==> src/design/smpq_pkg.sv <==
// Shared types and constants of the stable min priority queue.
// Holds operation, status and controller state codes and the default sizes.
// No dependencies.
package smpq_pkg;

   localparam int SMPQ_DEPTH       = 16;
   localparam int SMPQ_HANDLE_BITS = 16;
   localparam int SMPQ_PRIO_BITS   = 8;

   // Request operation codes; the fourth code does nothing
   typedef enum logic [1:0] {
      MODE_ENQ   = 2'd0,
      MODE_DEQ   = 2'd1,
      MODE_PURGE = 2'd2
   } mode_type;

   // Result status codes
   typedef enum logic [1:0] {
      ST_OK        = 2'd0,
      ST_FULL      = 2'd1,
      ST_EMPTY     = 2'd2,
      ST_NOT_FOUND = 2'd3
   } status_type;

   // Controller states
   typedef enum logic [1:0] {
      S_IDLE,
      S_SEARCH,
      S_FINISH
   } state_type;

   // Per-cell control from the controller
   typedef struct packed {
      logic purge_mode;  // match on handle instead of minimum priority
      logic write_en;    // load the incoming entry
      logic shift_en;    // take the entry of the next cell
   } cell_ctrl_type;

endpackage

==> src/design/smpq_channels.sv <==
// Valid/ready channel interfaces for the queue requests and results.
// Depends on smpq_pkg for default field widths.
interface smpq_req_if import smpq_pkg::*; #(
   parameter int HANDLE_BITS = SMPQ_HANDLE_BITS,
   parameter int PRIO_BITS   = SMPQ_PRIO_BITS
);
   logic                   valid;
   logic                   ready;
   logic [1:0]             mode;
   logic [HANDLE_BITS-1:0] handle;
   logic [PRIO_BITS-1:0]   priority_req;

   modport source (output valid, output mode, output handle, output priority_req,
                   input ready);
   modport sink   (input valid, input mode, input handle, input priority_req,
                   output ready);
endinterface

interface smpq_rsp_if import smpq_pkg::*; #(
   parameter int HANDLE_BITS = SMPQ_HANDLE_BITS,
   parameter int PRIO_BITS   = SMPQ_PRIO_BITS,
   parameter int COUNT_BITS  = $clog2(SMPQ_DEPTH + 1)
);
   logic                   valid;
   logic                   ready;
   logic [1:0]             status;
   logic [HANDLE_BITS-1:0] out_handle;
   logic [PRIO_BITS-1:0]   out_priority;
   logic [COUNT_BITS-1:0]  count;
   logic                   is_empty;

   modport source (output valid, output status, output out_handle, output out_priority,
                   output count, output is_empty, input ready);
   modport sink   (input valid, input status, input out_handle, input out_priority,
                   input count, input is_empty, output ready);
endinterface

==> src/design/smpq_cell.sv <==
// One queue slot: holds an entry and forwards the running search candidate.
// Depends on smpq_pkg for the cell control struct.
module smpq_cell import smpq_pkg::*; #(
   parameter int HANDLE_BITS = SMPQ_HANDLE_BITS,
   parameter int PRIO_BITS   = SMPQ_PRIO_BITS,
   parameter int IDX_BITS    = 4,
   parameter int INDEX       = 0
) (
   input  logic                   clock,
   input  cell_ctrl_type          ctrl,
   input  logic                   occupied,
   input  logic [HANDLE_BITS-1:0] key_handle,
   input  logic [HANDLE_BITS-1:0] new_handle,
   input  logic [PRIO_BITS-1:0]   new_prio,
   input  logic [HANDLE_BITS-1:0] next_handle,
   input  logic [PRIO_BITS-1:0]   next_prio,
   input  logic                   cand_found_i,
   input  logic [IDX_BITS-1:0]    cand_pos_i,
   input  logic [HANDLE_BITS-1:0] cand_handle_i,
   input  logic [PRIO_BITS-1:0]   cand_prio_i,
   output logic [HANDLE_BITS-1:0] ent_handle,
   output logic [PRIO_BITS-1:0]   ent_prio,
   output logic                   cand_found_o,
   output logic [IDX_BITS-1:0]    cand_pos_o,
   output logic [HANDLE_BITS-1:0] cand_handle_o,
   output logic [PRIO_BITS-1:0]   cand_prio_o
);

   logic [HANDLE_BITS-1:0] handle_ff, handle_in;
   logic [PRIO_BITS-1:0]   prio_ff, prio_in;
   logic                   found_ff, found_in;
   logic [IDX_BITS-1:0]    pos_ff, pos_in;
   logic [HANDLE_BITS-1:0] chandle_ff, chandle_in;
   logic [PRIO_BITS-1:0]   cprio_ff, cprio_in;
   logic                   take_own;

   // Load a new entry, or shift in the neighbor's entry to close a gap
   always_comb begin
      handle_in = handle_ff;
      prio_in   = prio_ff;
      if (ctrl.write_en) begin
         handle_in = new_handle;
         prio_in   = new_prio;
      end else if (ctrl.shift_en) begin
         handle_in = next_handle;
         prio_in   = next_prio;
      end
   end

   // Replace the candidate: first handle match, or strictly smaller priority
   always_comb begin
      if (ctrl.purge_mode) begin
         take_own = occupied && !cand_found_i && (handle_ff == key_handle);
      end else begin
         take_own = occupied && (!cand_found_i || (prio_ff < cand_prio_i));
      end
      if (take_own) begin
         found_in   = 1'b1;
         pos_in     = IDX_BITS'(INDEX);
         chandle_in = handle_ff;
         cprio_in   = prio_ff;
      end else begin
         found_in   = cand_found_i;
         pos_in     = cand_pos_i;
         chandle_in = cand_handle_i;
         cprio_in   = cand_prio_i;
      end
   end

   always_ff @(posedge clock) begin
      handle_ff  <= handle_in;
      prio_ff    <= prio_in;
      found_ff   <= found_in;
      pos_ff     <= pos_in;
      chandle_ff <= chandle_in;
      cprio_ff   <= cprio_in;
   end

   assign ent_handle    = handle_ff;
   assign ent_prio      = prio_ff;
   assign cand_found_o  = found_ff;
   assign cand_pos_o    = pos_ff;
   assign cand_handle_o = chandle_ff;
   assign cand_prio_o   = cprio_ff;

endmodule

==> src/design/stable_min_priority_queue_unit.sv <==
// Top level of the stable min priority queue: controller, cell chain and result register.
// Depends on smpq_pkg, smpq_channels and smpq_cell.
//
// A bounded queue of up to DEPTH entries kept in arrival order, one entry per cell.
// Enqueue and the unused mode code go straight from transfer to the finish state. Dequeue
// and purge on a non-empty queue first run a search (an empty queue skips it): the
// search candidate moves one cell per cycle along the chain of DEPTH cells, and the
// removal then shifts the tail of the chain down by one. The block handles one
// request at a time; a new request is taken while a result still waits in the output
// register.
module stable_min_priority_queue_unit import smpq_pkg::*; #(
   parameter int DEPTH       = SMPQ_DEPTH,
   parameter int HANDLE_BITS = SMPQ_HANDLE_BITS,
   parameter int PRIO_BITS   = SMPQ_PRIO_BITS
) (
   input logic       clock,
   input logic       reset,
   smpq_req_if.sink  req_if,
   smpq_rsp_if.source rsp_if
);

   localparam int IDX_BITS = (DEPTH > 1) ? $clog2(DEPTH) : 1;
   localparam int CNT_BITS = $clog2(DEPTH + 1);

   state_type              state_ff, state_in;
   logic [CNT_BITS-1:0]    count_ff, count_in;
   logic [CNT_BITS-1:0]    sweep_ff, sweep_in;
   logic [1:0]             mode_ff;
   logic [HANDLE_BITS-1:0] handle_ff;
   logic [PRIO_BITS-1:0]   prio_ff;

   logic                   rsp_valid_ff, rsp_valid_in;
   logic [1:0]             rsp_status_ff, rsp_status_in;
   logic [HANDLE_BITS-1:0] rsp_handle_ff, rsp_handle_in;
   logic [PRIO_BITS-1:0]   rsp_prio_ff, rsp_prio_in;
   logic [CNT_BITS-1:0]    rsp_count_ff;

   logic                   accept;
   logic                   out_free;
   logic                   commit_enq;
   logic                   commit_remove;

   cell_ctrl_type          cell_ctrl [DEPTH];
   logic                   occupied  [DEPTH];
   logic [HANDLE_BITS-1:0] ent_handle [DEPTH];
   logic [PRIO_BITS-1:0]   ent_prio   [DEPTH];
   logic                   cand_found  [DEPTH+1];
   logic [IDX_BITS-1:0]    cand_pos    [DEPTH+1];
   logic [HANDLE_BITS-1:0] cand_handle [DEPTH+1];
   logic [PRIO_BITS-1:0]   cand_prio   [DEPTH+1];

   assign accept   = req_if.valid && req_if.ready;
   assign out_free = !rsp_valid_ff || rsp_if.ready;

   // Latch the request on transfer
   always_ff @(posedge clock) begin
      if (accept) begin
         mode_ff   <= req_if.mode;
         handle_ff <= req_if.handle;
         prio_ff   <= req_if.priority_req;
      end
   end

   // Sequence: idle, candidate sweep, commit into the result register
   always_comb begin
      state_in      = state_ff;
      sweep_in      = sweep_ff;
      count_in      = count_ff;
      req_if.ready  = 1'b0;
      commit_enq    = 1'b0;
      commit_remove = 1'b0;
      rsp_valid_in  = rsp_valid_ff && !rsp_if.ready;
      rsp_status_in = ST_OK;
      rsp_handle_in = '0;
      rsp_prio_in   = '0;
      unique case (state_ff)
         S_IDLE: begin
            req_if.ready = 1'b1;
            if (req_if.valid) begin
               sweep_in = CNT_BITS'(DEPTH - 1);
               if ((req_if.mode == MODE_DEQ || req_if.mode == MODE_PURGE) && count_ff != '0) begin
                  state_in = S_SEARCH;
               end else begin
                  state_in = S_FINISH;
               end
            end
         end
         S_SEARCH: begin
            sweep_in = sweep_ff - 1'b1;
            if (sweep_ff == '0) begin
               state_in = S_FINISH;
            end
         end
         S_FINISH: begin
            if (out_free) begin
               state_in     = S_IDLE;
               rsp_valid_in = 1'b1;
               case (mode_ff) inside
                  MODE_ENQ: begin
                     if (count_ff == CNT_BITS'(DEPTH)) begin
                        rsp_status_in = ST_FULL;
                     end else begin
                        commit_enq = 1'b1;
                        count_in   = count_ff + 1'b1;
                     end
                  end
                  MODE_DEQ, MODE_PURGE: begin
                     if (count_ff == '0) begin
                        rsp_status_in = ST_EMPTY;
                     end else if (!cand_found[DEPTH]) begin
                        rsp_status_in = ST_NOT_FOUND;
                     end else begin
                        commit_remove = 1'b1;
                        count_in      = count_ff - 1'b1;
                        rsp_handle_in = cand_handle[DEPTH];
                        rsp_prio_in   = cand_prio[DEPTH];
                     end
                  end
                  default: begin
                     rsp_status_in = ST_OK;
                  end
               endcase
            end
         end
         default: begin
            state_in = S_IDLE;
         end
      endcase
   end

   always_ff @(posedge clock) begin
      if (reset) begin
         state_ff     <= S_IDLE;
         count_ff     <= '0;
         sweep_ff     <= '0;
         rsp_valid_ff <= 1'b0;
      end else begin
         state_ff     <= state_in;
         count_ff     <= count_in;
         sweep_ff     <= sweep_in;
         rsp_valid_ff <= rsp_valid_in;
      end
   end

   // Hold the result until its transfer
   always_ff @(posedge clock) begin
      if (state_ff == S_FINISH && out_free) begin
         rsp_status_ff <= rsp_status_in;
         rsp_handle_ff <= rsp_handle_in;
         rsp_prio_ff   <= rsp_prio_in;
         rsp_count_ff  <= count_in;
      end
   end

   assign rsp_if.valid        = rsp_valid_ff;
   assign rsp_if.status       = rsp_status_ff;
   assign rsp_if.out_handle   = rsp_handle_ff;
   assign rsp_if.out_priority = rsp_prio_ff;
   assign rsp_if.count        = rsp_count_ff;
   assign rsp_if.is_empty     = (rsp_count_ff == '0);

   // Drive each cell: occupancy, tail write, shift above the removed slot
   always_comb begin
      for (int i = 0; i < DEPTH; i++) begin
         occupied[i]            = CNT_BITS'(i) < count_ff;
         cell_ctrl[i].purge_mode = (mode_ff == MODE_PURGE);
         cell_ctrl[i].write_en  = commit_enq && (CNT_BITS'(i) == count_ff);
         cell_ctrl[i].shift_en  = commit_remove && (IDX_BITS'(i) >= cand_pos[DEPTH]);
      end
   end

   assign cand_found[0]  = 1'b0;
   assign cand_pos[0]    = '0;
   assign cand_handle[0] = '0;
   assign cand_prio[0]   = '0;

   // Chain of cells, head at index zero
   for (genvar g = 0; g < DEPTH; g++) begin : g_cell
      logic [HANDLE_BITS-1:0] nxt_handle;
      logic [PRIO_BITS-1:0]   nxt_prio;
      if (g == DEPTH - 1) begin : g_tail
         assign nxt_handle = ent_handle[g];
         assign nxt_prio   = ent_prio[g];
      end else begin : g_body
         assign nxt_handle = ent_handle[g+1];
         assign nxt_prio   = ent_prio[g+1];
      end
      smpq_cell #(
         .HANDLE_BITS (HANDLE_BITS),
         .PRIO_BITS   (PRIO_BITS),
         .IDX_BITS    (IDX_BITS),
         .INDEX       (g)
      ) u_cell (
         .clock         (clock),
         .ctrl          (cell_ctrl[g]),
         .occupied      (occupied[g]),
         .key_handle    (handle_ff),
         .new_handle    (handle_ff),
         .new_prio      (prio_ff),
         .next_handle   (nxt_handle),
         .next_prio     (nxt_prio),
         .cand_found_i  (cand_found[g]),
         .cand_pos_i    (cand_pos[g]),
         .cand_handle_i (cand_handle[g]),
         .cand_prio_i   (cand_prio[g]),
         .ent_handle    (ent_handle[g]),
         .ent_prio      (ent_prio[g]),
         .cand_found_o  (cand_found[g+1]),
         .cand_pos_o    (cand_pos[g+1]),
         .cand_handle_o (cand_handle[g+1]),
         .cand_prio_o   (cand_prio[g+1])
      );
   end

`ifndef SYNTH
   a_count_bound: assert property (@(posedge clock) disable iff (reset)
      count_ff <= CNT_BITS'(DEPTH))
      else $error("entry count above depth");

   a_deq_finds: assert property (@(posedge clock) disable iff (reset)
      (state_ff == S_FINISH && mode_ff == MODE_DEQ && count_ff != '0) |-> cand_found[DEPTH])
      else $error("dequeue on non-empty queue found no candidate");

   a_remove_count: assert property (@(posedge clock) disable iff (reset)
      commit_remove |=> (count_ff == $past(count_ff) - 1'b1))
      else $error("removal did not decrement count");

   a_busy_after_accept: assert property (@(posedge clock) disable iff (reset)
      accept |=> (state_ff != S_IDLE))
      else $error("controller idle right after a transfer");
`endif

endmodule
==> src/flat_wrapper.sv <==
// flat-port wrapper written by rule: the top's interface ports become plain ports
module stable_min_priority_queue_unit_flat import smpq_pkg::*;
#(
   parameter int DEPTH       = SMPQ_DEPTH,
   parameter int HANDLE_BITS = SMPQ_HANDLE_BITS,
   parameter int PRIO_BITS   = SMPQ_PRIO_BITS
)
  (clock, reset, req_if_valid, req_if_mode, req_if_handle, req_if_priority_req, req_if_ready, rsp_if_valid, rsp_if_status, rsp_if_out_handle, rsp_if_out_priority, rsp_if_count, rsp_if_is_empty, rsp_if_ready);
  smpq_req_if #(.HANDLE_BITS(HANDLE_BITS), .PRIO_BITS(PRIO_BITS)) req_if_i ();
  smpq_rsp_if #(.HANDLE_BITS(HANDLE_BITS), .PRIO_BITS(PRIO_BITS)) rsp_if_i ();
  input logic clock;
  input logic reset;
  input wire logic [$bits(req_if_i.valid)-1:0] req_if_valid;
  input wire logic [$bits(req_if_i.mode)-1:0] req_if_mode;
  input wire logic [$bits(req_if_i.handle)-1:0] req_if_handle;
  input wire logic [$bits(req_if_i.priority_req)-1:0] req_if_priority_req;
  output wire logic [$bits(req_if_i.ready)-1:0] req_if_ready;
  output wire logic [$bits(rsp_if_i.valid)-1:0] rsp_if_valid;
  output wire logic [$bits(rsp_if_i.status)-1:0] rsp_if_status;
  output wire logic [$bits(rsp_if_i.out_handle)-1:0] rsp_if_out_handle;
  output wire logic [$bits(rsp_if_i.out_priority)-1:0] rsp_if_out_priority;
  output wire logic [$bits(rsp_if_i.count)-1:0] rsp_if_count;
  output wire logic [$bits(rsp_if_i.is_empty)-1:0] rsp_if_is_empty;
  input wire logic [$bits(rsp_if_i.ready)-1:0] rsp_if_ready;
  assign req_if_i.valid = req_if_valid;
  assign req_if_i.mode = req_if_mode;
  assign req_if_i.handle = req_if_handle;
  assign req_if_i.priority_req = req_if_priority_req;
  assign req_if_ready = req_if_i.ready;
  assign rsp_if_valid = rsp_if_i.valid;
  assign rsp_if_status = rsp_if_i.status;
  assign rsp_if_out_handle = rsp_if_i.out_handle;
  assign rsp_if_out_priority = rsp_if_i.out_priority;
  assign rsp_if_count = rsp_if_i.count;
  assign rsp_if_is_empty = rsp_if_i.is_empty;
  assign rsp_if_i.ready = rsp_if_ready;
  stable_min_priority_queue_unit #(.DEPTH(DEPTH), .HANDLE_BITS(HANDLE_BITS), .PRIO_BITS(PRIO_BITS)) u_core (.clock(clock), .reset(reset), .req_if(req_if_i), .rsp_if(rsp_if_i));
endmodule
==> config.mk <==
export PLATFORM = sky130hd
export DESIGN_NAME = stable_min_priority_queue_unit_flat
export DESIGN_NICKNAME = d
export VERILOG_FILES = /design/src/design/smpq_pkg.sv /design/src/design/smpq_channels.sv /design/src/design/smpq_cell.sv /design/src/design/stable_min_priority_queue_unit.sv /design/src/flat_wrapper.sv
export SDC_FILE = /design/constraint.sdc
export NUM_CORES = 1
export LEC_CHECK = 0
export BUFFER_PORTS_ARGS = -buffer_cell sky130_fd_sc_hd__buf_4
export CAP_MARGIN = 15
export CORE_MARGIN = 1
export CORE_UTILIZATION = 60
export DETAILED_ROUTE_END_ITERATION = 10
export GPL_TIMING_DRIVEN = 0
export PLACE_DENSITY = 0.8
export SLEW_MARGIN = 30
export SYNTH_ARGS = -nofsm -noshare
export SYNTH_HDL_FRONTEND = slang
export SYNTH_HIERARCHICAL = 1
export SYNTH_SLANG_ARGS = --single-unit
==> constraint.sdc <==
create_clock -name clock -period 3.9 [get_ports clock]
set_clock_uncertainty 0.05 [all_clocks]
set_input_delay 0.585 -clock clock [delete_from_list [all_inputs] [get_ports clock]]
set_output_delay 0.585 -clock clock [all_outputs]
set_load 0.01 [all_outputs]
==> results of run 1 <==
final timing paths:
| path | slack, ns | cells past startpoint | start | end |
|---|---|---|---|---|
| worst max-delay path | 0.06 | 6 | u_core/count_ff[2] | u_core/g_cell[13].u_cell/ent_prio[1] |
| worst min-delay path | 0.06 | 1 | req_if_handle[8] | u_core/handle_ff[8] |
| worst max register to register | 0.06 | 6 | u_core/count_ff[2] | u_core/g_cell[13].u_cell/ent_prio[1] |
| worst min register to register | 0.35 | 1 | u_core/g_cell[3].u_cell/cand_pos_o[2] | u_core/g_cell[4].u_cell/cand_pos_o[2] |
report_power, final:
| group | total (mW) | switching [mW] | internal, mW |
|---|---|---|---|
| Sequential | 13.9 | 1.11 | 12.8 |
| Combinational | 7.09 | 3.09 | 4.00 |
| Clock | 8.67 | 3.69 | 4.97 |
logic make-up after synthesis:
| family | Yosys count | synth area share |
|---|---|---|
| AO/OA/AOI/OAI | 172 | 0.03721 |
| XOR/XNOR | 257 | 0.05469 |
| other | 1 | 0.00009111 |
| buffers and inverters | 224 | 0.02693 |
| AND/OR/NAND/NOR | 376 | 0.05685 |
| flip-flops | 918 | 0.5537 |
| multiplexers | 769 | 0.2337 |
| adder cells (fa/ha/maj) | 121 | 0.03678 |
worst reg2reg max path, stage by stage, from the launching register on:
cell	delay (ns)
sky130_fd_sc_hd__dfxtp_1	0.47
sky130_fd_sc_hd__clkbuf_1	0.48
sky130_fd_sc_hd__nand2_1	0.40
sky130_fd_sc_hd__nor3_1	0.42
sky130_fd_sc_hd__clkbuf_1	0.49
sky130_fd_sc_hd__buf_1	0.53
sky130_fd_sc_hd__or2_2	0.61
layout by cell type (no fill, tap or decap), drive strengths merged, types with 5 or more instances in the layout:
cell	n
o211ai	17
buf	156
inv	133
dfxtp	477
a22oi	17
nor3b	18
conb	39
o21bai	5
o41ai	16
nor2b	6
a211oi	41
edfxtp	441
nor2	56
or2	17
clkinv	24
a21o	17
and2	61
nand2b	36
ha	121
nand2	34
a31oi	6
mux2	768
xnor2	256
clkbuf	180
nand4	80
nand3	39
o21ai	28
a21oi	17
nor3	10
flip-flops by register name, summed over array words and instances, names as in the netlist:
signal and flops:
u_core/g_cell.u_cell/cand_pos_o 64, u_core/handle_ff 16, u_core/g_cell.u_cell/ent_handle 256, u_core/count_ff 5
u_core/prio_ff 8, u_core/rsp_if.out_handle 16, u_core/g_cell.u_cell/cand_found_o 16, u_core/mode_ff 2
u_core/rsp_if.status 2, u_core/g_cell.u_cell/cand_prio_o 128, u_core/state_ff 2, u_core/sweep_ff 5
u_core/rsp_if.count 5, u_core/g_cell.u_cell/ent_prio 128, u_core/rsp_if.out_priority 8, u_core/g_cell.u_cell/cand_handle_o 256
u_core/rsp_if.valid 1
per-stage QoR:
step,util,TNS [ns]
after detailed placement,0.6416,-55.85
final,0.6866,0
after CTS,0.6858,0
after floorplan,-,0
after global placement,0.6349,-80.99
after global routing,0.6865,0
repair_timing:
action                                  in CTS  in global routing
buffers inserted                             0                  0
pin swaps                                    0                  0
resized for setup                            6                 21
endpoints found under the setup margin     158                363
per-layer routing:
| layer | routed length [um] | part of all wire | track usage | vias up |
|---|---|---|---|---|
| met3 | 2877 | 0.034 | 0.03617 | 169 |
| met1 | 35240 | 0.41 | 0.2966 | 11190 |
| li1 | - | - | - | 10760 |
| met5 | 0 | 0 | 0 | - |
| met4 | 2784 | 0.033 | 0.09098 | 0 |
| met2 | 44470 | 0.52 | 0.4440 | 469 |
layout make-up:
| cell class | count | area (sq um) | share of cell area |
|---|---|---|---|
| plain buffers | 96 | 636.9 | 0.01374 |
| diodes | 1 | 2.502 | 0.00005399 |
| inverters | 128 | 488.0 | 0.01053 |
| clock inverters | 32 | 235.2 | 0.005075 |
| clock buffers | 144 | 2735 | 0.05901 |
| multi-input cells | 1734 | 17490 | 0.3773 |
| well taps | 873 | 1092 | 0.02356 |
| flip-flops and latches | 918 | 22790 | 0.4917 |
| repair buffers | 96 | 884.6 | 0.01908 |
==> implementation parameters, run 1 <==
Parameter                              Value

Synth
  Cells taking the most area after synthesis ... sky130_fd_sc_hd__edfxtp_1 32%, sky130_fd_sc_hd__dfxtp_1 23%, sky130_fd_sc_hd__mux2_2 14%
  Yosys Warn Count ... 6
  Number of instances in the synthesized netlist ... 2838
  Share of synthesized area occupied by flip-flops and latches ... 0.5537
  Area share of the largest cell type after synthesis ... 0.3217
  Most instantiated flip-flop cell in the synthesis netlist ... sky130_fd_sc_hd__dfxtp_1
  Distinct cell type count of the synthesized netlist ... 61
  Number of flip-flops and latches in the synthesized netlist ... 918
  Number of enable flip-flop cells after synthesis ... 441
  Post-synthesis cell area ... 41160 sq um
  Most frequent cells after synthesis ... 512 x sky130_fd_sc_hd__mux2_2, 477 x sky130_fd_sc_hd__dfxtp_1, 441 x sky130_fd_sc_hd__edfxtp_1
  Average footprint of a synthesized cell ... 14.50 sq um
  Share of async-settable or async-resettable flops after synthesis ... 0
  Area leader, netlist ... sky130_fd_sc_hd__edfxtp_1
  Most frequent cell after synthesis ... sky130_fd_sc_hd__mux2_2

Global routing
  Largest net degree at the start of global routing ... 35
  Sum of overflow across all layers after global routing ... 0
  Antenna violations before repair ... 2
  First-pass GRT wire length ... 135.3 mm
  Via count of the first global-routing pass ... 24020
  GR Util All Layers ... 0.2462

Route
  Number of DRC violations after detailed-routing iteration 0 ... 1390
  DR WL/cell ... 21.23 um
  Detailed-route wire length ... 85.37 mm
  Number of routed nets with antenna violations ... 0
  # DRC ... 0
  Drt via density ... 5.618
  Via count ... 22600
  DRT Pass-1 Iters ... 5

STA
  Total setup violations reported at the end of the flow ... 0
  Final min period ... 3.836 ns
  Minimum setup slack in the final design ... 0.06404 ns
  Pin slew with the least headroom to its limit ... 0.9799 ns
  Final worst-path cycle share ... 0.9836
  Hold WS ... 0.05735 ns
  Max-slew violation count ... 0
  RSZ-0062 raised after global routing ... false
  Final hold violation count ... 0
  Max-slew headroom at the worst pin ... 0.3398
  Fmax ... 0.2607 GHz

CTS
  Quantity of hold-fixing buffers added after cts ... 0
  Root buffer cell ... sky130_fd_sc_hd__clkbuf_16
  CTS sink cnt ... 918
  Clock tree from TritonCTS ... yes
  Maximum number of buffers from clock root to sink ... 3
  Clock Pin Slew Worst Setup and Hold Paths ... 0.06 ns
  Number of CTS-inserted buffers ... 93
  Clock Latency Late Sink ... 0.65 ns
  Maximum level of the CTS H-tree ... 3

Placement
  Detailed placer's ending HPWL ... 61.14 mm
  Global placement routability congestion ... 0.8812
  Placement-stage cell area ... 43320 sq um
  Pre-CTS setup slack ... -0.6223 ns
  Number of buffers inserted by port buffering ... 63
  Inst Count DP ... 3845

Floorplan
  Floorplan row count ... 95
  Initial standard-cell utilization of the core ... 0.6096
  Die area ... 69650 sq um
  Top-level port count ... 64
  Horiz. Die Dim ... 263.9 um
  Floorplan core area ... 67510 sq um
  Vertical die dimension ... 263.9 um

Worst setup path
  Data arrival time of the worst path ... 4.06 ns
  Crit path buffers/inverters ... 3
  Family with the most delay on the worst path ... buffers and inverters
  Most frequent CP cell ... sky130_fd_sc_hd__clkbuf_1
  Maximum fanout along the worst path ... 24
  Crit path required time ... 4.12 ns
  Longest individual stage delay on the worst path ... 0.61 ns
  Category of the critical setup timing path ... reg -> reg
  Critical Path Slowest Stage Cell ... sky130_fd_sc_hd__or2_2
  Kind of end point of the critical path ... flop
  Kind of launch point of the worst setup path ... flop
  Cell-by-cell listing of the critical path ... clkbuf_1 > nand2_1 > nor3_1 > clkbuf_1 > buf_1 > or2_2

Pwr
  Static Leakage ... 17.42 nW
  Post-route total power ... 29.67 mW
  Cell Pwr Density ... 640.0 nW/um^2
  Worst IR drop on VDD ... 0.0004274 V

Cells and area
  Area growth syn-to-layout ... 12.62%
  Fraction of final layout cells sized beyond drive strength 1 ... 0.3526
  Total number of nets in the final design ... 3218
  Fin area ... 46350 sq um
  Fill cell total of the finished layout ... 4585
  Layout Cells excl Fill ... 4022

Run status
  Run status ... finished clean

Flow run
  Max-cap violations ... 0

Hold path
  HP Class ... in -> reg
Power figures use the tool's default switching activity.
==> run 2: changes to the inputs <==
--- a/config.mk
+++ b/config.mk
@@ -11,9 +11,8 @@
 export CORE_UTILIZATION = 60
 export DETAILED_ROUTE_END_ITERATION = 10
 export GPL_TIMING_DRIVEN = 0
-export PLACE_DENSITY = 0.8
+export PLACE_DENSITY = 0.81
 export SLEW_MARGIN = 30
 export SYNTH_ARGS = -nofsm -noshare
 export SYNTH_HDL_FRONTEND = slang
-export SYNTH_HIERARCHICAL = 1
 export SYNTH_SLANG_ARGS = --single-unit
==> constraint.sdc (replaced) <==
create_clock -name clock -period 3.9 [get_ports clock]
set_clock_uncertainty 0.05 [all_clocks]
set_input_delay 0.78 -clock clock [delete_from_list [all_inputs] [get_ports clock]]
set_output_delay 0.78 -clock clock [all_outputs]
set_load 0.01 [all_outputs]
==> run 2 against run 1 <==
Net effect: via count rose by 3.1%; register-to-register slack improved by 0.04 ns; synthesized area fell by 5.4%; global-route usage rose by 6.7 points; combinational power fell by 61%; critical path depth rose by 3; hold slack improved by 0.21 ns; non-clock buffer count rose by 45; clock power fell by 2%.
==> implementation parameters, run 2 <==
Parameter                              Value

Run status
  Run status ... finished clean

Synth
  Multiplexer share of the synthesized area ... 0.2095 (-0.02419)
  Area share of the largest cell type after synthesis ... 0.3402 (+0.01847)
  Yosys Warn Count ... 0 (-6)
  Number of enable flip-flop cells after synthesis ... 441 (unchanged)
  Most frequent cell after synthesis ... sky130_fd_sc_hd__mux2_2
  Post-Synth XOR/XNOR Area ... 0.05805 (+0.003365)
  Distinct cell type count of the synthesized netlist ... 65 (+6.6%)
  Number of instances in the synthesized netlist ... 2817 (-0.74%)
  Share of async-settable or async-resettable flops after synthesis ... 0 (unchanged)
  Most frequent cells after synthesis ... 697 x sky130_fd_sc_hd__mux2_2, 462 x sky130_fd_sc_hd__dfxtp_1, 441 x sky130_fd_sc_hd__edfxtp_1
  Number of flip-flops and latches in the synthesized netlist ... 903 (-1.6%)
  Average footprint of a synthesized cell ... 13.82 sq um (-4.7%)
  Cells taking the most area after synthesis ... sky130_fd_sc_hd__edfxtp_1 34%, sky130_fd_sc_hd__dfxtp_1 24%, sky130_fd_sc_hd__mux2_2 20%
  Arithmetic-cell share of the synthesized area counting full adders, half adders and majority gates ... 0.03664 (-0.0001384)
  Simple-Gate Fraction of Synth Area ... 0.05307 (-0.003776)
  Combinational family with the most area after synthesis ... multiplexers
  Share of synthesized area occupied by flip-flops and latches ... 0.5778 (+0.02408)
  Area leader, netlist ... sky130_fd_sc_hd__edfxtp_1
  Post-synthesis cell area ... 38920 sq um (-5.4%)
  Fraction of the mapped netlist area in compound gates ... 0.03057 (-0.006639)
  Most instantiated flip-flop cell in the synthesis netlist ... sky130_fd_sc_hd__dfxtp_1
  Net count of the mapped netlist ... 2961

STA
  Max-slew headroom at the worst pin ... 0.3924 (+0.05255)
  Final min period ... 3.797 ns (-0.03936 ns)
  Total setup violations reported at the end of the flow ... 0 (unchanged)
  Final hold violation count ... 0 (unchanged)
  RSZ-0062 raised after global routing ... false
  Aggregate negative setup slack ... 0 ns (unchanged)
  Max-slew violation count ... 0 (unchanged)
  Final worst-path cycle share ... 0.9735 (-0.01009)
  Pin slew with the least headroom to its limit ... 0.9114 ns (-0.06846 ns)
  Fmax ... 0.2634 GHz (+1.0%)
  Hold WS ... 0.2639 ns (+0.2066 ns)

Placement
  Number of buffers inserted by port buffering ... 63 (unchanged)
  Placement-stage cell area ... 40700 sq um (-6.0%)
  Detailed placer's ending HPWL ... 78.34 mm (+28%)
  Global placement routability congestion ... 0.9651 (+9.5%)

Route
  Number of routed nets with antenna violations ... 0 (unchanged)
  Detailed-route wire length ... 103.2 mm (+21%)
  # DRC ... 0 (unchanged)
  Number of DRC violations after detailed-routing iteration 0 ... 2107 (+52%)
  DRT Pass-1 Iters ... 5 (unchanged)
  DR WL/cell ... 26.35 um (+24%)
  Via count ... 23300 (+3.1%)
  Drt via density ... 5.951 (+5.9%)

CTS
  Clock Latency Late Sink ... 0.64 ns (about the same)
  Number of CTS-inserted buffers ... 89 (-4.3%)
  Clock Pin Slew Worst Setup and Hold Paths ... 0.07 ns (about the same)
  Maximum level of the CTS H-tree ... 3 (unchanged)
  Clock tree from TritonCTS ... yes
  CTS sink cnt ... 903 (-1.6%)
  Root buffer cell ... sky130_fd_sc_hd__clkbuf_16
  Maximum number of buffers from clock root to sink ... 3 (unchanged)
  Quantity of hold-fixing buffers added after cts ... 0 (unchanged)

Floorplan
  Top-level port count ... 64 (unchanged)
  Floorplan core area ... 64230 sq um (-4.9%)
  Floorplan row count ... 93 (-2.1%)
  Horiz. Die Dim ... 256.7 um (-2.7%)
  Initial standard-cell utilization of the core ... 0.6060 (-0.003629)
  Vertical die dimension ... 256.7 um (-2.7%)
  Die area ... 65900 sq um (-5.4%)

Global routing
  Largest net degree at the start of global routing ... 36 (+2.9%)
  Via count of the first global-routing pass ... 23960 (-0.25%)
  GR Util All Layers ... 0.3128 (+0.06665)
  First-pass GRT wire length ... 152.4 mm (+13%)
  Antenna violations before repair ... 1 (-1)
  Sum of overflow across all layers after global routing ... 0 (unchanged)

Hold path
  HP Class ... in -> reg

Worst setup path
  R2r endpoint ... u_core.g_cell[9].u_cell.cand_handle_o[10]
  Category of the critical setup timing path ... reg -> reg
  Depth of the worst register-to-register path ... 9 (+3)
  Last element of the critical path ... u_core.g_cell[9].u_cell.cand_handle_o[10]
  Launch point of the critical path ... u_core.handle_ff[14]
  Data arrival time of the worst path ... 4.26 ns (+0.20 ns)
  Register-to-register setup slack ... 0.10 ns (+0.04 ns)
  Reg-to-reg startpoint ... u_core.handle_ff[14]
  Longest individual stage delay on the worst path ... 0.70 ns (+0.09 ns)
  Kind of launch point of the worst setup path ... flop
  Crit path required time ... 4.36 ns (+0.24 ns)
  Kind of end point of the critical path ... flop
  Cell-by-cell listing of the critical path ... buf_2 > buf_6 > xor2_1 > nor4_1 > nand4_1 > a22oi_1 > o211ai_2 > clkbuf_1 > mux2_2
  Critical Path Slowest Stage Cell ... sky130_fd_sc_hd__nor4_1
  Maximum fanout along the worst path ... 10 (-58%)

Cells and area
  Fin area ... 43760 sq um (-5.6%)
  Fill cell total of the finished layout ... 4449 (-3.0%)
  Commonest cells after routing, fill and taps aside ... 697 x sky130_fd_sc_hd__mux2_2, 462 x sky130_fd_sc_hd__dfxtp_1, 441 x sky130_fd_sc_hd__edfxtp_1, 146 x sky130_fd_sc_hd__xnor2_1, 122 x sky130_fd_sc_hd__inv_1
  Area growth syn-to-layout ... 12.41%
  Fraction of final layout cells sized beyond drive strength 1 ... 0.3486 (-0.004011)
  Most common cell after layout, fill and taps aside ... sky130_fd_sc_hd__mux2_2
  Total number of nets in the final design ... 3126 (-2.9%)

Pwr
  Static Leakage ... 16.65 nW (-4.4%)
  Worst IR drop on VDD ... 0.0005277 V (+23%)
  Cell Pwr Density ... 524.9 nW/um^2 (-18%)
  Post-route total power ... 22.97 mW (-23%)

Flow run
  Max-cap violations ... 0 (unchanged)
## run 2: changes by cell type after synthesis, sizes merged, moves of 23 or more
| cell | change |
|---|---|
| xnor2 | -110 |
| buf | +30 |
| o21ai | +24 |
| nor4 | +30 |
| mux2 | -48 |
| a21oi | +28 |
| a211oi | -23 |
| and3 | +33 |
| xor2 | +111 |
| nand4 | -25 |
| clkbuf | +37 |
| nand3 | -28 |
## run 2: logic make-up (layout without fill, tap and decap cells)
family          after synthesis  count (layout)
mux                         721             721
flops                       903             903
compound gates              174             174
simple gates                361             361
fa+ha+maj                   114             114
buf+inv                     286             527
other cells                   0               2
xor+xnor                    258             258
## run 2: metal layers
| layer | routed length [um] | global-route usage | share of wire | vias up |
|---|---|---|---|---|
| li1 | - | - | - | 10490 |
| met5 | 10 | 0 | 0.000097 | - |
| met4 | 4288 | 0.1301 | 0.042 | 2 |
| met1 | 43670 | 0.4235 | 0.42 | 11780 |
| met3 | 5947 | 0.04102 | 0.058 | 207 |
| met2 | 49250 | 0.5081 | 0.48 | 824 |
## run 2: how the worst min path moves through the flow
stage / slack [ns] / cells after the start / start / endpoint
2_1_floorplan: 0.34 / 1 / u_core.g_cell[9].u_cell.cand_pos_o[1] / u_core.g_cell[10].u_cell.cand_pos_o[1]
3_3_place_gp: 0.34 / 1 / u_core.g_cell[14].u_cell.cand_pos_o[1] / u_core.g_cell[15].u_cell.cand_pos_o[1]
3_5_place_dp: 0.34 / 1 / u_core.g_cell[6].u_cell.cand_pos_o[0] / u_core.g_cell[7].u_cell.cand_pos_o[0]
4_1_cts: 0.24 / 1 / req_if_priority_req[5] / u_core.prio_ff[5]
5_1_grt: 0.24 / 1 / req_if_handle[15] / u_core.handle_ff[15]
6_report: 0.26 / 1 / req_if_priority_req[5] / u_core.prio_ff[5]
## run 2: final cells by class
cell class | instances | area, sq um | share of cell area
diodes | 2 | 5.005 | 0.0001144
plain buffers | 162 | 880.8 | 0.02013
clock buffers | 141 | 2658 | 0.06073
clock inverters | 26 | 211.5 | 0.004832
inverters | 123 | 461.7 | 0.01055
multi-input cells | 1628 | 15290 | 0.3495
flip-flops and latches | 903 | 22490 | 0.5140
well taps | 855 | 1070 | 0.02445
repair buffers | 75 | 688.2 | 0.01573
## run 2: per-stage QoR
stage                     setup slack [ns]  utilization  cells
after floorplan                    -0.2039            -   2817
after global placement              -2.642       0.6300   3735
after detailed placement           -0.7010       0.6336   3740
after CTS                         0.007644       0.6796   3907
after global routing               0.01482       0.6812   3913
final                               0.1034       0.6812   3915
## run 2: critical path, delay by kind of cell, from the launching register on
kind | cells | cell delay [ns]
simple gates | 2 | 1.10
compound gates | 2 | 0.85
mux | 1 | 0.35
flops | 1 | 0.38
buf+inv | 3 | 0.75
xor+xnor | 1 | 0.16
## run 2: what timing repair did
action	in CTS	in global routing
pin swaps	2	3
endpoints found under the setup margin	591	555
gates cloned	0	0
setup buffers	0	7
gates resized for setup	20	9
## run 2: report_power, final
group	total (mW)	switching, mW	leakage (nW)	internal [mW]
registers	11.7	0.552	7.76	11.1
logic	2.78	1.43	7.48	1.35
clock network	8.49	3.62	1.41	4.87
total	23.0	5.60	16.7	17.4
==> run 3: changes to the inputs <==
--- a/config.mk
+++ b/config.mk
@@ -10,7 +10,9 @@
 export CORE_MARGIN = 1
 export CORE_UTILIZATION = 60
 export DETAILED_ROUTE_END_ITERATION = 10
+export GPL_ROUTABILITY_DRIVEN = 1
 export GPL_TIMING_DRIVEN = 0
+export MAX_ROUTING_LAYER = met4
 export PLACE_DENSITY = 0.81
 export SLEW_MARGIN = 30
 export SYNTH_ARGS = -nofsm -noshare
==> run 3 against run 2 <==
Net effect: the run now ends with setup timing left; sequential cell count unchanged; hold slack got worse by 0.017 ns; critical path depth increased by 1; register-to-register slack got worse by 0.12 ns; global-route usage increased by 1.3 points; clock power increased by 2%; largest power group unchanged.
==> implementation parameters, run 3 (synthesis results as in run 2) <==
Parameter                              Value

Worst setup path
  Category of the critical setup timing path ... reg -> reg
  Crit path buffers/inverters ... 4 (+1)
  Data arrival time of the worst path ... 4.39 ns (+0.13 ns)
  Register-to-register setup slack ... -0.01 ns (-0.12 ns)
  Launch point of the critical path ... u_core.handle_ff[9]
  Crit path required time ... 4.37 ns (about the same)
  Most frequent CP cell ... sky130_fd_sc_hd__buf_2
  Maximum fanout along the worst path ... 10 (unchanged)
  Kind of end point of the critical path ... flop
  Cell-by-cell listing of the critical path ... clkbuf_1 > buf_2 > xnor2_1 > nand4_1 > o41ai_1 > o21ai_0 > a211o_1 > buf_2 > buf_2 > mux2_2
  Longest individual stage delay on the worst path ... 0.62 ns (-0.08 ns)
  Kind of launch point of the worst setup path ... flop
  Reg-to-reg startpoint ... u_core.handle_ff[9]
  Critical Path Slowest Stage Cell ... sky130_fd_sc_hd__o41ai_1
  Instance count on the critical path ... 10 (+1)
  Depth of the worst register-to-register path ... 10 (+1)
  Family with the most delay on the worst path ... buffers and inverters

Hold path
  Number of cells on the worst hold path ... 1 (unchanged)
  HP Class ... in -> reg
  Start point of the worst min-delay path ... req_if_handle[9]

Pwr
  Cell Pwr Density ... 528.2 nW/um^2 (+0.63%)
  Static Leakage ... 16.68 nW (+0.18%)
  Worst IR drop on VDD ... 0.0005356 V (+1.5%)

CTS
  Maximum level of the CTS H-tree ... 3 (unchanged)
  Clock tree from TritonCTS ... yes
  CTS sink cnt ... 903 (unchanged)
  Clock Pin Slew Worst Setup and Hold Paths ... 0.06 ns (about the same)
  Maximum number of buffers from clock root to sink ... 3 (unchanged)
  Quantity of hold-fixing buffers added after cts ... 0 (unchanged)
  Clock Latency Late Sink ... 0.66 ns (+0.02 ns)
  Root buffer cell ... sky130_fd_sc_hd__clkbuf_16
  Number of CTS-inserted buffers ... 88 (-1.1%)

Route
  DR WL/cell ... 26.51 um (+0.60%)
  Drt via density ... 5.962 (+0.19%)
  Number of routed nets with antenna violations ... 0 (unchanged)
  Number of DRC violations after detailed-routing iteration 0 ... 1970 (-6.5%)
  # DRC ... 0 (unchanged)
  Via count ... 23350 (+0.21%)
  DRT Pass-1 Iters ... 5 (unchanged)
  Detailed-route wire length ... 103.8 mm (+0.63%)

Floorplan
  Floorplan core area ... 64230 sq um (unchanged)
  Horiz. Die Dim ... 256.7 um (unchanged)
  Die area ... 65900 sq um (unchanged)
  Floorplan row count ... 93 (unchanged)
  Top-level port count ... 64 (unchanged)
  Initial standard-cell utilization of the core ... 0.6060 (unchanged)
  Vertical die dimension ... 256.7 um (unchanged)

Run status
  Violated checks ... setup timing
  Run status ... finished, violations left

Global routing
  First-pass GRT wire length ... 154.0 mm (+1.0%)
  Sum of overflow across all layers after global routing ... 0 (unchanged)
  GR Util All Layers ... 0.3258 (+0.01301)
  Largest net degree at the start of global routing ... 36 (unchanged)
  Antenna violations before repair ... 3 (+2)
  Via count of the first global-routing pass ... 24160 (+0.84%)

STA
  Aggregate negative setup slack ... -0.02523 ns (-0.02523 ns)
  Final worst-path cycle share ... 1.004 (+0.03019)
  Pin slew with the least headroom to its limit ... 0.9309 ns (+0.01941 ns)
  Minimum setup slack in the final design ... -0.01435 ns (-0.1177 ns)
  Max-slew violation count ... 0 (unchanged)
  Hold WS ... 0.2470 ns (-0.01694 ns)
  Max-slew headroom at the worst pin ... 0.3778 (-0.01457)
  Fmax ... 0.2555 GHz (-3.0%)
  Total setup violations reported at the end of the flow ... 4 (+4)
  Final min period ... 3.914 ns (+0.1177 ns)
  Final hold violation count ... 0 (unchanged)

Cells and area
  Most common cell after layout, fill and taps aside ... sky130_fd_sc_hd__mux2_2
  Area growth syn-to-layout ... 12.68%
  Fin area ... 43860 sq um (+0.23%)
  Core Util, Final ... 0.6828 (+0.001598)
  Fraction of final layout cells sized beyond drive strength 1 ... 0.3504 (+0.001847)
  Commonest cells after routing, fill and taps aside ... 697 x sky130_fd_sc_hd__mux2_2, 462 x sky130_fd_sc_hd__dfxtp_1, 441 x sky130_fd_sc_hd__edfxtp_1, 146 x sky130_fd_sc_hd__xnor2_1, 122 x sky130_fd_sc_hd__inv_1
  Total number of nets in the final design ... 3127 (+0.032%)

Placement
  Number of buffers inserted by port buffering ... 63 (unchanged)
  Placement-stage cell area ... 40680 sq um (about the same)
  Detailed placer's ending HPWL ... 78.88 mm (+0.68%)
  Global placement routability congestion ... 0.9555 (-0.99%)

Flow run
  Max-cap violations ... 0 (unchanged)
==> run 3: where the power goes <==
group | leakage [nW] | switching (mW) | total (mW) | internal [mW]
registers | 7.76 | 0.530 | 11.7 | 11.1
clock network | 1.43 | 3.68 | 8.67 | 4.99
logic | 7.48 | 1.47 | 2.82 | 1.35
==> run 3: final cells by class <==
type / instances / area (sq um)
flip-flops and latches: 903 / 22490
fillers: 4505 / 20370
plain buffers: 162 / 892.1
repair buffers: 76 / 670.6
diodes: 2 / 5.005
well taps: 855 / 1070
inverters: 123 / 461.7
clock inverters: 31 / 354.1
clock buffers: 135 / 2582
multi-input cells: 1629 / 15330
==> run 3: worst register-to-register path, delay by kind of cell, from the launching register on <==
kind                      cells  cell delay, ns
AOI/OAI and AO/OA             3            1.26
xor gates and xnor gates      1            0.28
buffers and inverters         4            1.28
DFF                           1            0.34
muxes                         1            0.36
and+or+nand+nor               1            0.20
==> run 3: timing repair <==
item | 4_1_cts | 5_1_grt
resized for setup | 18 | 19
setup buffers | 5 | 3
endpoints found under the setup margin | 669 | 444
pin swaps | 2 | 3
cloned | 1 | 0
==> run 3: per-stage QoR <==
step | cells | worst slack [ns] | total power [mW]
2_1_floorplan | 2817 | -0.2039 | 13.52
3_3_place_gp | 3735 | -3.017 | 14.48
3_5_place_dp | 3740 | -0.5614 | 14.60
4_1_cts | 3911 | 0.03294 | 23.19
5_1_grt | 3915 | -0.001538 | 23.89
6_report | 3916 | -0.01435 | 23.17
==> run 3: path summary, 6_finish.rpt <==
kind | end
hold / removal | u_core.handle_ff[9]
setup / recovery | u_core.g_cell[11].u_cell.cand_handle_o[12]
setup reg to reg | u_core.g_cell[11].u_cell.cand_handle_o[12]
hold reg to reg | u_core.g_cell[15].u_cell.cand_pos_o[2]
==> run 3: metal layers <==
layer,vias up,global-route usage,part of all wire
met5,-,-,0
met4,0,0.1276,0.042
met3,220,0.03924,0.057
met2,811,0.5215,0.47
met1,11830,0.4239,0.43
li1,10480,-,-
